## src/rtl/core/qrs_pkg.sv

```systemverilog
package qrs_pkg;

    // Coefficient and root formats.
    localparam int COEF_W     = 16;
    localparam int ROOT_W     = 32;
    localparam int ROOT_FRAC  = ROOT_W / 2;

    // The square root carries SQRT_EXTRA more fraction bits than the coefficients.
    localparam int SQRT_EXTRA = (63 - 2 * COEF_W - 1) / 2;
    localparam int DIV_SHIFT  = ROOT_FRAC - SQRT_EXTRA;

    // Internal widths.
    localparam int DISC_W     = 2 * COEF_W + 3;
    localparam int RAD_W      = 64;
    localparam int SQRT_W     = RAD_W / 2;
    localparam int NB_W       = COEF_W + SQRT_EXTRA + 1;
    localparam int NUM_W      = SQRT_W + 2;
    localparam int DIVN_W     = NUM_W - 1 + DIV_SHIFT;
    localparam int DEN_W      = COEF_W + 1;

    // Queue between the front and back parts.
    localparam int FIFO_DEPTH = 4;
    localparam int FIFO_AW    = $clog2(FIFO_DEPTH);

    typedef enum logic [1:0] {
        KIND_TWO_REAL  = 2'd0,
        KIND_COMPLEX   = 2'd1,
        KIND_REPEATED  = 2'd2,
        KIND_NOT_QUAD  = 2'd3
    } kind_t;

    // One classified equation waiting for its divisions.
    typedef struct packed {
        kind_t                    kind;
        logic signed [NUM_W-1:0]  num_a;
        logic signed [NUM_W-1:0]  num_b;
        logic signed [DEN_W-1:0]  den;
    } work_t;

endpackage

```

## src/rtl/core/qrs_queue.sv

```systemverilog
module qrs_queue (
    input  logic           clk,
    input  logic           rst_n,
    input  logic           in_valid,
    output logic           in_stall,
    input  qrs_pkg::work_t in_item,
    output logic           out_valid,
    input  logic           out_stall,
    output qrs_pkg::work_t out_item
);
    import qrs_pkg::*;

    work_t              mem_reg [0:FIFO_DEPTH-1];
    logic [FIFO_AW-1:0] wr_ptr_reg;
    logic [FIFO_AW-1:0] rd_ptr_reg;
    logic [FIFO_AW:0]   count_reg;
    logic [FIFO_AW:0]   count_next;
    logic               full;
    logic               push;
    logic               pop;

    assign full      = (count_reg == (FIFO_AW+1)'(FIFO_DEPTH));
    assign in_stall  = full;
    assign out_valid = (count_reg != '0);
    assign push      = in_valid && !full;
    assign pop       = out_valid && !out_stall;
    assign out_item  = mem_reg[rd_ptr_reg];

    always_comb
    begin
        count_next = count_reg;
        if (push && !pop)
        begin
            count_next = count_reg + 1'b1;
        end
        else if (pop && !push)
        begin
            count_next = count_reg - 1'b1;
        end
    end

    always_ff @(posedge clk or negedge rst_n)
    begin
        if (!rst_n)
        begin
            wr_ptr_reg <= '0;
            rd_ptr_reg <= '0;
            count_reg  <= '0;
        end
        else
        begin
            count_reg <= count_next;
            if (push)
            begin
                wr_ptr_reg <= wr_ptr_reg + 1'b1;
            end
            if (pop)
            begin
                rd_ptr_reg <= rd_ptr_reg + 1'b1;
            end
        end
    end

    always_ff @(posedge clk)
    begin
        if (push)
        begin
            mem_reg[wr_ptr_reg] <= in_item;
        end
    end

`ifndef SYNTHESIS
    a_count_bound: assert property (@(posedge clk) disable iff (!rst_n)
        count_reg <= (FIFO_AW+1)'(FIFO_DEPTH))
        else $error("queue count beyond depth");

    a_count_push: assert property (@(posedge clk) disable iff (!rst_n)
        $past(rst_n) && $past(push) && !$past(pop) |-> count_reg == $past(count_reg) + 1'b1)
        else $error("queue count missed a push");

    a_empty_ptrs: assert property (@(posedge clk) disable iff (!rst_n)
        (count_reg == '0) |-> (wr_ptr_reg == rd_ptr_reg))
        else $error("empty queue with pointers apart");
`endif

endmodule

```

## config.mk

```make
export PLATFORM = sky130hd
export DESIGN_NAME = qrs_queue
export DESIGN_NICKNAME = d
export VERILOG_FILES = /design/src/rtl/core/qrs_pkg.sv /design/src/rtl/core/qrs_queue.sv
export SDC_FILE = /design/constraint.sdc
export NUM_CORES = 1
export LEC_CHECK = 0
export BUFFER_PORTS_ARGS = -buffer_cell sky130_fd_sc_hd__buf_2
export CORE_ASPECT_RATIO = 1.25
export CORE_MARGIN = 2
export CORE_UTILIZATION = 53
export CTS_BUF_LIST = sky130_fd_sc_hd__clkbuf_8
export CTS_CLUSTER_DIAMETER = 80
export DETAILED_ROUTE_END_ITERATION = 8
export HOLD_SLACK_MARGIN = 0.05
export PLACE_DENSITY = 0.79
export REMOVE_ABC_BUFFERS = 1
export SYNTH_ARGS = -nofsm -noshare
export SYNTH_HDL_FRONTEND = slang
export SYNTH_SLANG_ARGS = --single-unit
```

## constraint.sdc

```tcl
create_clock -name clk -period 3.3 [get_ports clk]
set_clock_uncertainty 0.05 [all_clocks]
set_input_delay 0.33 -clock clk [delete_from_list [all_inputs] [get_ports clk]]
set_output_delay 0.33 -clock clk [all_outputs]
set_load 0.005 [all_outputs]
```

# Word-level counts from Yosys, hierarchy flattened
# Memory sizes are Yosys's and may differ from the RTL's.
# Index checks and enable logic that the tools add are counted.
totals:
  register_bits: 7
  ram_bits: 348
  input_bits: 91
  out_inout_bits: 89
  word_cells: 23
  n_memories: 1
mem_list:
  columns: ["memory", "depth", "word_bits", "read_ports", "rd_ports_with_merged_regs", "wr", "line_no", "rtl"]
  rows:
  - ["mem_reg", 4, 87, 1, 0, 1, "qrs_queue.sv:13", "work_t mem_reg [0:FIFO_DEPTH-1];"]
classes:
  n_addsub: 4
  n_eq_ne: 1
  muxes: 4
  reduce_logical: 10
op_table:
  columns: ["cell", "count"]
  rows:
  - ["3-bit 2-to-1 mux", 2]
  - ["2-bit by 1-bit adder with 2-bit output (second input constant)", 2]
  - ["1-bit logical AND", 4]
  - ["1-bit zero test", 4]
  - ["3-bit by 1-bit adder with 3-bit output (second input constant)", 1]
  - ["3-bit equality test (second input constant)", 1]
  - ["3-bit nonzero test", 1]
  - ["3-bit by 1-bit subtractor with 3-bit output (second input constant)", 1]
  - ["1-bit 2-to-1 mux", 2]
  - ["2-bit nonzero test", 1]

# Depth between registers and ports, before layout
# Gate-level depths: netlist of run 1.
depth:
  word_depth: 7
  depth_mapped: 9

# Least setup slack after synthesis of run 1
# No wires, ideal clock.
synth_path:
  kind: "register -> register"
  from: "register count_reg[2]"
  to: "memory mem_reg[0][0] (netlist bit) (enable)"
  arrival_ps: 2839
  path_slack_ps: -45
  stages_incl_launch_ff: 5
  n_path_buf: 1
  period_less_slack_ps: 3345
  cell_sequence: "dfrtp_1 nor3b_2 nor2b_1 buf_2 and2_1"
synth_between:
  elab_chain_len: 5
synth_lines:
  columns: ["element", "line_no", "rtl"]
  rows:
  - ["start, declared", "qrs_queue.sv:16", "logic [FIFO_AW:0] count_reg;"]
  - ["start signal, assigned", "qrs_queue.sv:52", "count_reg <= count_next;"]
  - ["3-bit equality test", "qrs_queue.sv:22", "assign full = (count_reg == (FIFO_AW+1)'(FIFO_DEPTH));"]
  - ["net in_stall", "qrs_queue.sv:5", "output logic in_stall,"]
  - ["1-bit zero test", "qrs_queue.sv:25", "assign push = in_valid && !full;"]
  - ["1-bit logical AND", "qrs_queue.sv:25", null]
  - ["net push", "qrs_queue.sv:19", "logic push;"]
  - ["1-bit 2-to-1 mux", "qrs_queue.sv:66", "if (push)"]
  - ["1-bit 2-to-1 mux (not written as such)", "qrs_queue.sv:68", "mem_reg[wr_ptr_reg] <= in_item;"]
  - ["end, declared", "qrs_queue.sv:13", null]
# The timed path passes the listed nets, and every way through them passes these cells.

==> qor.txt, run 1 <==
r2r setup slk: 0.99 ns
number of global-route vias before repair: 6,839
Netlist Area Pre-Place: 0.0130 sq mm
Final Non-Filler Cells: 1,182
CP Capture Type: output port
vias after detailed routing: 6,217
Crit-path slowest cell: dfrtp_4
GR Util All Layers: 19.2%
WP buf/inv: 2
Max Root-Sink Buffers: 3
Final ANT Viol Nets: 0
vias per cell: 5.26
WHS: 0.104 ns
die height: 179 um
wire per inst: 20.6 um
GR Overflow Total: 0
CTS root buf: clkbuf_8
TritonCTS clock tree: yes
R2R depth: 8
Static Leakage: 5.70 nW
Power Dens Cells: 830 mW/mm^2
Highest Clock Rate: 383 MHz
Hold WC Path Type: input port to asynchronous set/reset pin
Synth Warn #: 0
syn avg cell area: 26.4 sq um
CP Class: register to output port
RSZ-0062 raised after global routing: false
initial antenna violation count: 1
Synth cell types: 20
Max-cap violations: 0
type of origin of the critical path: register
global-route wire length before repair: 36.9 mm
max reg flops: 348
share of post-route cells with drive strength above 1: 43.4%
RR Endpoint: count_reg[2]
worst-skew pair later-pin latency: 0.55 ns
DRC: 0
I/O Pins: 180
final setup violation count: 0
post-synthesis sequential area ratio: 81.8%
Final period util: 79.1%
clk sinks: 355
Reg area: 0.0106 sq mm
clk slew on worst S/H paths: 0.06 ns
GP Congestion: 0.753
Mapped Cells: 491
fillcell total: 1,500
Setup TNS Final: 0 ns
Pre-antenna DRT Iters: 4
fin nets: 904
Final Slew Violations: 0
area of the multi-input gates: 0.00220 sq mm
CTS Buf Count: 52
H-tree depth: 2
minimum clock period: 2.61 ns
crit path max fanout: 27
CP max stage delay: 0.69 ns
RR Startpoint: count_reg[2]
Yosys reg bits: 355
Row Count: 64
Required @ worst endpoint: 2.92 ns
Core ar.: 0.0243 sq mm
die width: 144 um
starting density of the core: 53.5%
I/O Buffers: 179
CP cell instances: buf_4 -> mux4_2 -> buf_2
Slew headroom: 61.7%
Post-Route WL: 24.3 mm
Area Growth Syn to Fin: 25.7%
Starting DRT DRC Count: 282
Worst VDD drop: 585 uV
worst path arrival time: 2.23 ns
area of the die: 0.0258 sq mm
HPWL Detailed: 14.7 mm
crit-path leading delay family: flip-flops
Fin. Hold Viols: 0
Final Util: 67.3%
largest net degree at the start of global routing: 41
Tightest Pin Transition: 0.575 ns
placed instance count: 994
outcome: completed
==> routing by layer <==
| layer | up-vias | global-route usage [%] | wire, um |
|---|---|---|---|
| met5 | - | 0 | 0 |
| met4 | 0 | 6.82 | 576 |
| met3 | 46 | 3.50 | 1080 |
| met2 | 184 | 34.8 | 13400 |
| met1 | 3234 | 23.0 | 9280 |
| li1 | 2753 | - | - |
==> final cells by class <==
class	count	share of cell area (%)
Antenna cell	2	0.0307
Clock buffer	53	4.47
Clock inverter	44	2.02
Inverter	4	0.0920
Multi-Input combinational cell	111	13.5
Sequential cell	355	65.1
Tap cell	330	2.53
Timing Repair Buffer	283	12.2
==> report_power, final <==
part	total, mW	internal (mW)	leakage, nW	switching (mW)
Clock	3.48	1.91	0.580	1.58
Sequential	6.26	5.96	3.27	0.294
Combinational	3.81	1.94	1.86	1.87
Total	13.5	9.81	5.70	3.74
==> worst max path at each step <==
stage	slack [ns]	end	depth (start not counted)	start
floorplan	-1.18	out_item[0]	1	rd_ptr_reg[0]
global placement	1.11	mem_reg[3][60]	4	count_reg[2]
detailed placement	0.96	mem_reg[1][57]	4	count_reg[2]
CTS	0.64	out_item[14]	3	rd_ptr_reg[1]
global route	0.57	out_item[14]	3	rd_ptr_reg[1]
finish	0.69	out_item[14]	3	rd_ptr_reg[1]
==> cells in the final DEF, fill, tap and decap left out, types with 2 or more instances in the layout <==
| cell type | n |
|---|---|
| and2_4 | 4 |
| xnor2_1 | 3 |
| bufinv_16 | 5 |
| clkinv_2 | 15 |
| buf_4 | 7 |
| ha_1 | 5 |
| mux2_2 | 2 |
| xor2_1 | 3 |
| dfrtp_4 | 2 |
| nor3b_2 | 2 |
| edfxtp_1 | 348 |
| inv_1 | 14 |
| clkinvlp_4 | 4 |
| buf_2 | 179 |
| dlygate4sd3_1 | 89 |
| buf_12 | 8 |
| dfrtp_1 | 5 |
| diode_2 | 2 |
| clkbuf_8 | 53 |
| clkinv_1 | 10 |
| mux4_2 | 87 |
==> metrics by stage <==
step,cell area [sq um],worst slack (ns),power (mW)
floorplan,12800,-1.18,8.70
global placement,14400,1.11,10.0
detailed placement,14400,0.959,10.2
CTS,16300,0.643,13.7
global route,16300,0.573,14.2
finish,16300,0.689,13.5
==> cells in the mapped netlist, drive strengths merged <==
cell type | instances | area (sq um)
ha | 5 | 62.6
clkbuf | 5 | 18.8
inv | 4 | 15.0
nor2b | 1 | 6.26
dfrtp | 7 | 175
nor3 | 1 | 5.00
or2 | 1 | 6.26
fa | 1 | 20.0
buf | 16 | 139
xor2 | 3 | 26.3
mux2 | 2 | 22.5
edfxtp | 348 | 10500
mux4 | 87 | 1960
and2 | 4 | 25.0
nor2 | 1 | 3.75
xnor2 | 3 | 26.3
nor3b | 2 | 25.0
==> worst register-to-register path: stages, from the launching register on <==
cell	delay [ns]
dfrtp_1	0.40
nor3b_2	0.17
nor2b_1	0.44
ha_1	0.30
inv_1	0.07
fa_1	0.37
xor2_1	0.16
nor2_1	0.11
xor2_1	0.16
==> repair_timing <==
action,CTS,global route
gates resized for setup,0,0
setup buffers,0,0
hold buffers,89,0
endpoints found under the hold margin,357,0
==> logic make-up after synthesis <==
| kind of cell | share of synthesized area (%) |
|---|---|
| fa+ha+maj | 0.636 |
| buf+inv | 1.33 |
| xor+xnor | 0.405 |
| flops | 81.8 |
| simple gates | 0.549 |
| mux | 15.3 |
Note: power is estimated with default switching activity, not from simulation.
==> run 2, diff against run 1 <==
==> constraint.sdc (replaced) <==
create_clock -name clk -period 2.33 [get_ports clk]
set_clock_uncertainty 0.05 [all_clocks]
set_input_delay 0.233 -clock clk [delete_from_list [all_inputs] [get_ports clk]]
set_output_delay 0.233 -clock clk [all_outputs]
set_load 0.005 [all_outputs]
==> run 2 against run 1 <==
  * The flow now finishes with violations (negative setup slack)
  * Combinational power grew 70%
  * Non-clock buffer count grew 16
  * Via count grew 3.7%
  * Register-to-register slack lost 0.79 ns
  * Sequential share of layout area shrank 1.5 points
  * Worst setup slack lost 0.71 ns
  * Flip-flop and latch count is the same
  * Utilization grew 1.6 points
  * Largest cell class unchanged
==> qor.txt, run 2 (synthesis results as in run 1) <==
outcome: complete, but fails checks
failing checks: negative setup slack
r2r setup slk: 0.20 ns (-0.79 ns)
most common cell after layout, fill and taps aside: edfxtp_1
vias after detailed routing: 6,444 (+3.7%)
fillcell total: 1,463 (-2.5%)
RR Startpoint: count_reg[1]
I/O Pins: 180 (unchanged)
GR Overflow Total: 0 (unchanged)
DRC: 0 (unchanged)
Final ANT Viol Nets: 0 (unchanged)
CTS root buf: clkbuf_8
clk slew on worst S/H paths: 0.06 ns (about the same)
Static Leakage: 5.89 nW (+3.3%)
Sequential Power Share: 43.5% (-2.7 points)
worst-skew pair later-pin latency: 0.56 ns (about the same)
number of global-route vias before repair: 7,073 (+3.4%)
GP Congestion: 0.797 (+5.9%)
Power Dens Cells: 1210 mW/mm^2 (+46%)
Final Slew Violations: 0 (unchanged)
fin nets: 918 (+1.5%)
Required @ worst endpoint: 2.05 ns (-0.87 ns)
Slew headroom: 71.2% (+9.5 points)
wire per inst: 22.4 um (+8.9%)
clock group share of total power: 24.4% (-1.3 points)
CTS Buf Count: 50 (-3.8%)
crit path max fanout: 13 (-52%)
Core ar.: 0.0243 sq mm (unchanged)
CP Class: register to output port
CP Capture Type: output port
Area Growth Syn to Fin: 28.7%
minimum clock period: 2.35 ns
GR Util All Layers: 20.6% (+1.4 points)
starting density of the core: 53.5% (unchanged)
RSZ-0062 raised after global routing: true
final setup margin: -0.0232 ns (-0.712 ns)
design internal power: 14.6 mW (+49%)
H-tree depth: 2 (unchanged)
Hold WC Path Type: input port to register
Worst VDD drop: 889 uV (+52%)
logic gate share of total power: 32.1% (+4.0 points)
Max-cap violations: 0 (unchanged)
Max Root-Sink Buffers: 3 (unchanged)
clk sinks: 355 (unchanged)
HPWL Detailed: 14.1 mm (-4.1%)
hold path start: in_valid
area of the die: 0.0258 sq mm (unchanged)
max reg flops: 348 (unchanged)
initial antenna violation count: 1 (unchanged)
RR Endpoint: count_reg[2]
Post-Route WL: 26.7 mm (+9.7%)
R2R depth: 8 (unchanged)
Fin. Hold Viols: 0 (unchanged)
global-route wire length before repair: 39.1 mm (+6.0%)
Starting DRT DRC Count: 344 (+22%)
vias per cell: 5.42 (+3.0%)
I/O Buffers: 179 (unchanged)
Switch Pwr: 5.60 mW (+50%)
TritonCTS clock tree: yes
overall power consumption: 20.2 mW (+49%)
commonest non-fill, non-tap cells in the layout: edfxtp_1, buf_2, dlygate4sd3_1
Pre-antenna DRT Iters: 4 (unchanged)
Min-Delay Endpoint: wr_ptr_reg[0]
worst path arrival time: 2.07 ns (-0.16 ns)
die width: 144 um (unchanged)
switching share of total power: 27.7% (+0.096 points)
hold path depth: 4
Row Count: 64 (unchanged)
Setup TNS Final: -0.125 ns (-0.125 ns)
Final period util: 101%
final setup violation count: 15 (+15)
share of post-route cells with drive strength above 1: 43.5% (+0.13 points)
type of origin of the critical path: register
die height: 179 um (unchanged)
Highest Clock Rate: 425 MHz
Tightest Pin Transition: 0.431 ns (-0.143 ns)
largest net degree at the start of global routing: 65 (+59%)
==> run 2: what timing repair did <==
| action | in CTS | in global routing |
|---|---|---|
| resized for setup | 13 | 8 |
| endpoints found under the hold margin | 357 | 0 |
| buffers inserted | 7 | 0 |
| pin swaps | 0 | 0 |
| hold buffers | 90 | 0 |
| gates cloned | 4 | 4 |
| setup endpoints to repair | 81 | 82 |
==> run 2: through the flow <==
| stage | worst slack [ns] | hold WS, ns | area [sq um] | cells | utilization [%] |
|---|---|---|---|---|---|
| after floorplan | -2.06 | -0.113 | 12800 | 470 | - |
| after global placement | 0.382 | 0.0177 | 14400 | 995 | 59.3 |
| after detailed placement | 0.253 | 0.0307 | 14400 | 995 | 59.3 |
| after CTS | -0.0797 | 0.149 | 16600 | 1186 | 68.4 |
| after global routing | -0.0784 | 0.202 | 16700 | 1190 | 68.9 |
| final | -0.0232 | 0.202 | 16700 | 1190 | 68.9 |
==> run 2: per-layer routing <==
layer	share of wire, %	routed length, um	global-route usage [%]
met5	0	0	0
met4	2.9	775	8.21
met3	5.1	1370	3.82
met2	55	14700	36.5
met1	37	9850	25.1
==> run 2: final cells by class <==
type | instances | area [sq um] | area share (%)
inverters | 4 | 15.0 | 0.0898
repair buffers | 299 | 2420 | 14.5
diodes | 1 | 2.50 | 0.0150
clock buffers | 51 | 702 | 4.20
clock inverters | 39 | 320 | 1.92
flip-flops and latches | 355 | 10600 | 63.6
well taps | 330 | 413 | 2.47
multi-input cells | 111 | 2200 | 13.2
==> run 2: power groups by stage <==
stage / Sequential (mW) / Combinational (mW) / Clock, mW
floorplan: 9.30 / 2.62 / 0
global placement: 8.85 / 5.40 / 0
detailed placement: 8.97 / 5.48 / 0
CTS: 8.79 / 6.29 / 5.03
global route: 8.90 / 6.96 / 5.30
finish: 8.82 / 6.49 / 4.94
==> run 2: worst max-delay path by stage <==
stage,from,to,slack (ns),cells after the start
2_1_floorplan,rd_ptr_reg[0],out_item[0],-2.06,1
3_3_place_gp,count_reg[0],count_reg[2],0.38,8
3_5_place_dp,count_reg[0],count_reg[2],0.25,8
4_1_cts,rd_ptr_reg[0],out_item[64],-0.08,5
5_1_grt,rd_ptr_reg[0],out_item[53],-0.08,3
6_report,rd_ptr_reg[0],out_item[61],-0.02,3
==> run 2: worst max-delay path, cell delays in order, from the launching register on <==
cell,delay (ns)
dfrtp_4,0.50
bufbuf_16,0.34
mux4_2,0.51
buf_2,0.15
==> run 3, diff against run 2 <==
--- a/config.mk
+++ b/config.mk
@@ -15,6 +15,7 @@
 export HOLD_SLACK_MARGIN = 0.05
 export PLACE_DENSITY = 0.79
 export REMOVE_ABC_BUFFERS = 1
+export SKIP_LAST_GASP = 1
 export SYNTH_ARGS = -nofsm -noshare
 export SYNTH_HDL_FRONTEND = slang
 export SYNTH_SLANG_ARGS = --single-unit
==> run 3 against run 2 <==
  * The run still ends with negative setup slack left
  * Global-route usage barely moved
  * Clock power barely moved
  * Cell count unchanged
  * Die area stayed put
  * Flip-flop and latch count is the same
  * Power decreased by 0.25%
  * Sequential power hardly changed
  * First-iteration DRC count down 13%
  * Worst setup slack gained 0.0067 ns
  * Critical path depth is the same
  * Routed wire length is 0.45% lower
  * Utilization barely moved
  * Critical endpoint unchanged
  * Largest cell class unchanged
  * Highest routed layer unchanged
==> qor.txt, run 3 (synthesis results as in run 1) <==
outcome: complete, but fails checks
failing checks: negative setup slack
Core ar.: 0.0243 sq mm (unchanged)
number of global-route vias before repair: 7,085 (+0.17%)
Area after DPL: 0.0144 sq mm (unchanged)
Final Slew Violations: 0 (unchanged)
CP Capture Type: output port
GR met1 Demand/Resource: 24.9% (-0.14 points)
RSZ-0062 raised after global routing: true
commonest non-fill, non-tap cells in the layout: edfxtp_1, buf_2, dlygate4sd3_1
die height: 179 um (unchanged)
Hold WC Path Type: input port to register
type of origin of the critical path: register
worst-skew pair later-pin latency: 0.55 ns (about the same)
fin nets: 918 (unchanged)
Worst VDD drop: 898 uV (+1.0%)
final setup margin: -0.0165 ns (+0.00671 ns)
CP Class: register to output port
Setup TNS Final: -0.0464 ns (+0.0788 ns)
I/O Pins: 180 (unchanged)
hold path start: in_valid
clk slew on worst S/H paths: 0.06 ns (about the same)
Slew headroom: 72.0% (+0.75 points)
worst path arrival time: 2.06 ns (about the same)
met3 Use GR: 3.77% (-0.053 points)
H-tree depth: 2 (unchanged)
Pre-antenna DRT Iters: 4 (unchanged)
Max Root-Sink Buffers: 3 (unchanged)
minimum clock period: 2.35 ns (-0.00671 ns)
CTS root buf: clkbuf_8
most common cell after layout, fill and taps aside: edfxtp_1
Setup WS pre-CTS: 0.253 ns (unchanged)
Fin. Hold Viols: 0 (unchanged)
R2R depth: 8 (unchanged)
RR Startpoint: count_reg[0]
Most Crowded Layer GR: met2
HPWL Detailed: 14.1 mm (unchanged)
CTS Buf Count: 50 (unchanged)
WHS: 0.207 ns (+0.00420 ns)
share of post-route cells with drive strength above 1: 43.5% (unchanged)
Crit-path slowest cell: mux4_2
GP Congestion: 0.797 (unchanged)
Starting DRT DRC Count: 299 (-13%)
Post-Route WL: 26.6 mm (-0.45%)
starting density of the core: 53.5% (unchanged)
hold path depth: 4 (unchanged)
GR Overflow Total: 0 (unchanged)
I/O Buffers: 179 (unchanged)
DRC: 0 (unchanged)
CP max stage delay: 0.51 ns (about the same)
Tightest Pin Transition: 0.420 ns (-0.0112 ns)
Power Dens Cells: 1210 mW/mm^2 (-0.21%)
Max-cap violations: 0 (unchanged)
initial antenna violation count: 1 (unchanged)
Highest Clock Rate: 426 MHz (+0.29%)
Final Util: 68.8% (about the same)
CP cell instances: bufbuf_16 -> mux4_2 -> buf_2
area of the die: 0.0258 sq mm (unchanged)
overall power consumption: 20.2 mW (-0.25%)
fillcell total: 1,470 (+0.48%)
RR Endpoint: count_reg[2]
TritonCTS clock tree: yes
Min-Delay Endpoint: wr_ptr_reg[0]
placed instance count: 995 (unchanged)
largest net degree at the start of global routing: 65 (unchanged)
vias per cell: 5.35 (-1.1%)
r2r setup slk: 0.20 ns (about the same)
wire per inst: 22.3 um (-0.45%)
max reg flops: 348 (unchanged)
final setup violation count: 6 (-9)
Final Instance Area: 0.0167 sq mm (about the same)
global-route wire length before repair: 39.1 mm (about the same)
Final Non-Filler Cells: 1,190 (unchanged)
M2 GR Usage: 36.7% (+0.28 points)
clk sinks: 355 (unchanged)
Final ANT Viol Nets: 0 (unchanged)
Area Growth Syn to Fin: 28.6% (about the same)
vias after detailed routing: 6,372 (-1.1%)
Static Leakage: 5.89 nW (about the same)
Required @ worst endpoint: 2.05 ns (about the same)
Final period util: 101% (-0.29 points)
GR Util All Layers: 20.6% (about the same)
crit path max fanout: 13 (unchanged)
die width: 144 um (unchanged)
Row Count: 64 (unchanged)
==> run 3: where the power goes <==
| group | switching, mW | total [mW] | internal [mW] |
|---|---|---|---|
| clock | 2.21 | 4.92 | 2.71 |
| combinational | 2.99 | 6.47 | 3.47 |
| sequential | 0.361 | 8.81 | 8.45 |
==> run 3: area by class of cell <==
cell class / count / area (sq um) / share of cell area [%]
Inverter: 4 / 15.0 / 0.0899
Timing Repair Buffer: 299 / 2420 / 14.5
Antenna cell: 1 / 2.50 / 0.0150
Clock buffer: 51 / 702 / 4.20
Tap cell: 330 / 413 / 2.47
Multi-Input combinational cell: 111 / 2200 / 13.2
Sequential cell: 355 / 10600 / 63.7
Clock inverter: 39 / 320 / 1.92
==> run 3: worst max-delay path, delay by kind of cell, from the launching register on <==
| kind | cells | cell delay (ns) |
|---|---|---|
| mux | 1 | 0.51 |
| flops | 1 | 0.49 |
| buf+inv | 2 | 0.49 |
==> run 3: routing by layer <==
| metal | wire length (um) | up-vias | part of all wire [%] |
|---|---|---|---|
| met4 | 638 | 0 | 2.4 |
| met5 | 0 | - | 0 |
| met2 | 14800 | 234 | 56 |
| met1 | 9850 | 3309 | 37 |
| li1 | - | 2779 | - |
| met3 | 1290 | 50 | 4.9 |
==> run 3: worst max-delay path by stage <==
stage,to,start,slack (ns),depth (start not counted)
finish,out_item[61],rd_ptr_reg[0],-0.02,3
global route,out_item[61],rd_ptr_reg[0],-0.09,3
CTS,out_item[64],rd_ptr_reg[0],-0.08,5
detailed placement,count_reg[2],count_reg[0],0.25,8
global placement,count_reg[2],count_reg[0],0.38,8
floorplan,out_item[0],rd_ptr_reg[0],-2.06,1
==> run 3: repair_timing <==
| item | in CTS | in global routing |
|---|---|---|
| resized for setup | 11 | 9 |
| endpoints found under the setup margin | 81 | 84 |
| setup buffers | 7 | 0 |
| endpoints found under the hold margin | 357 | 0 |
| cloned | 4 | 4 |
| hold buffers | 90 | 0 |
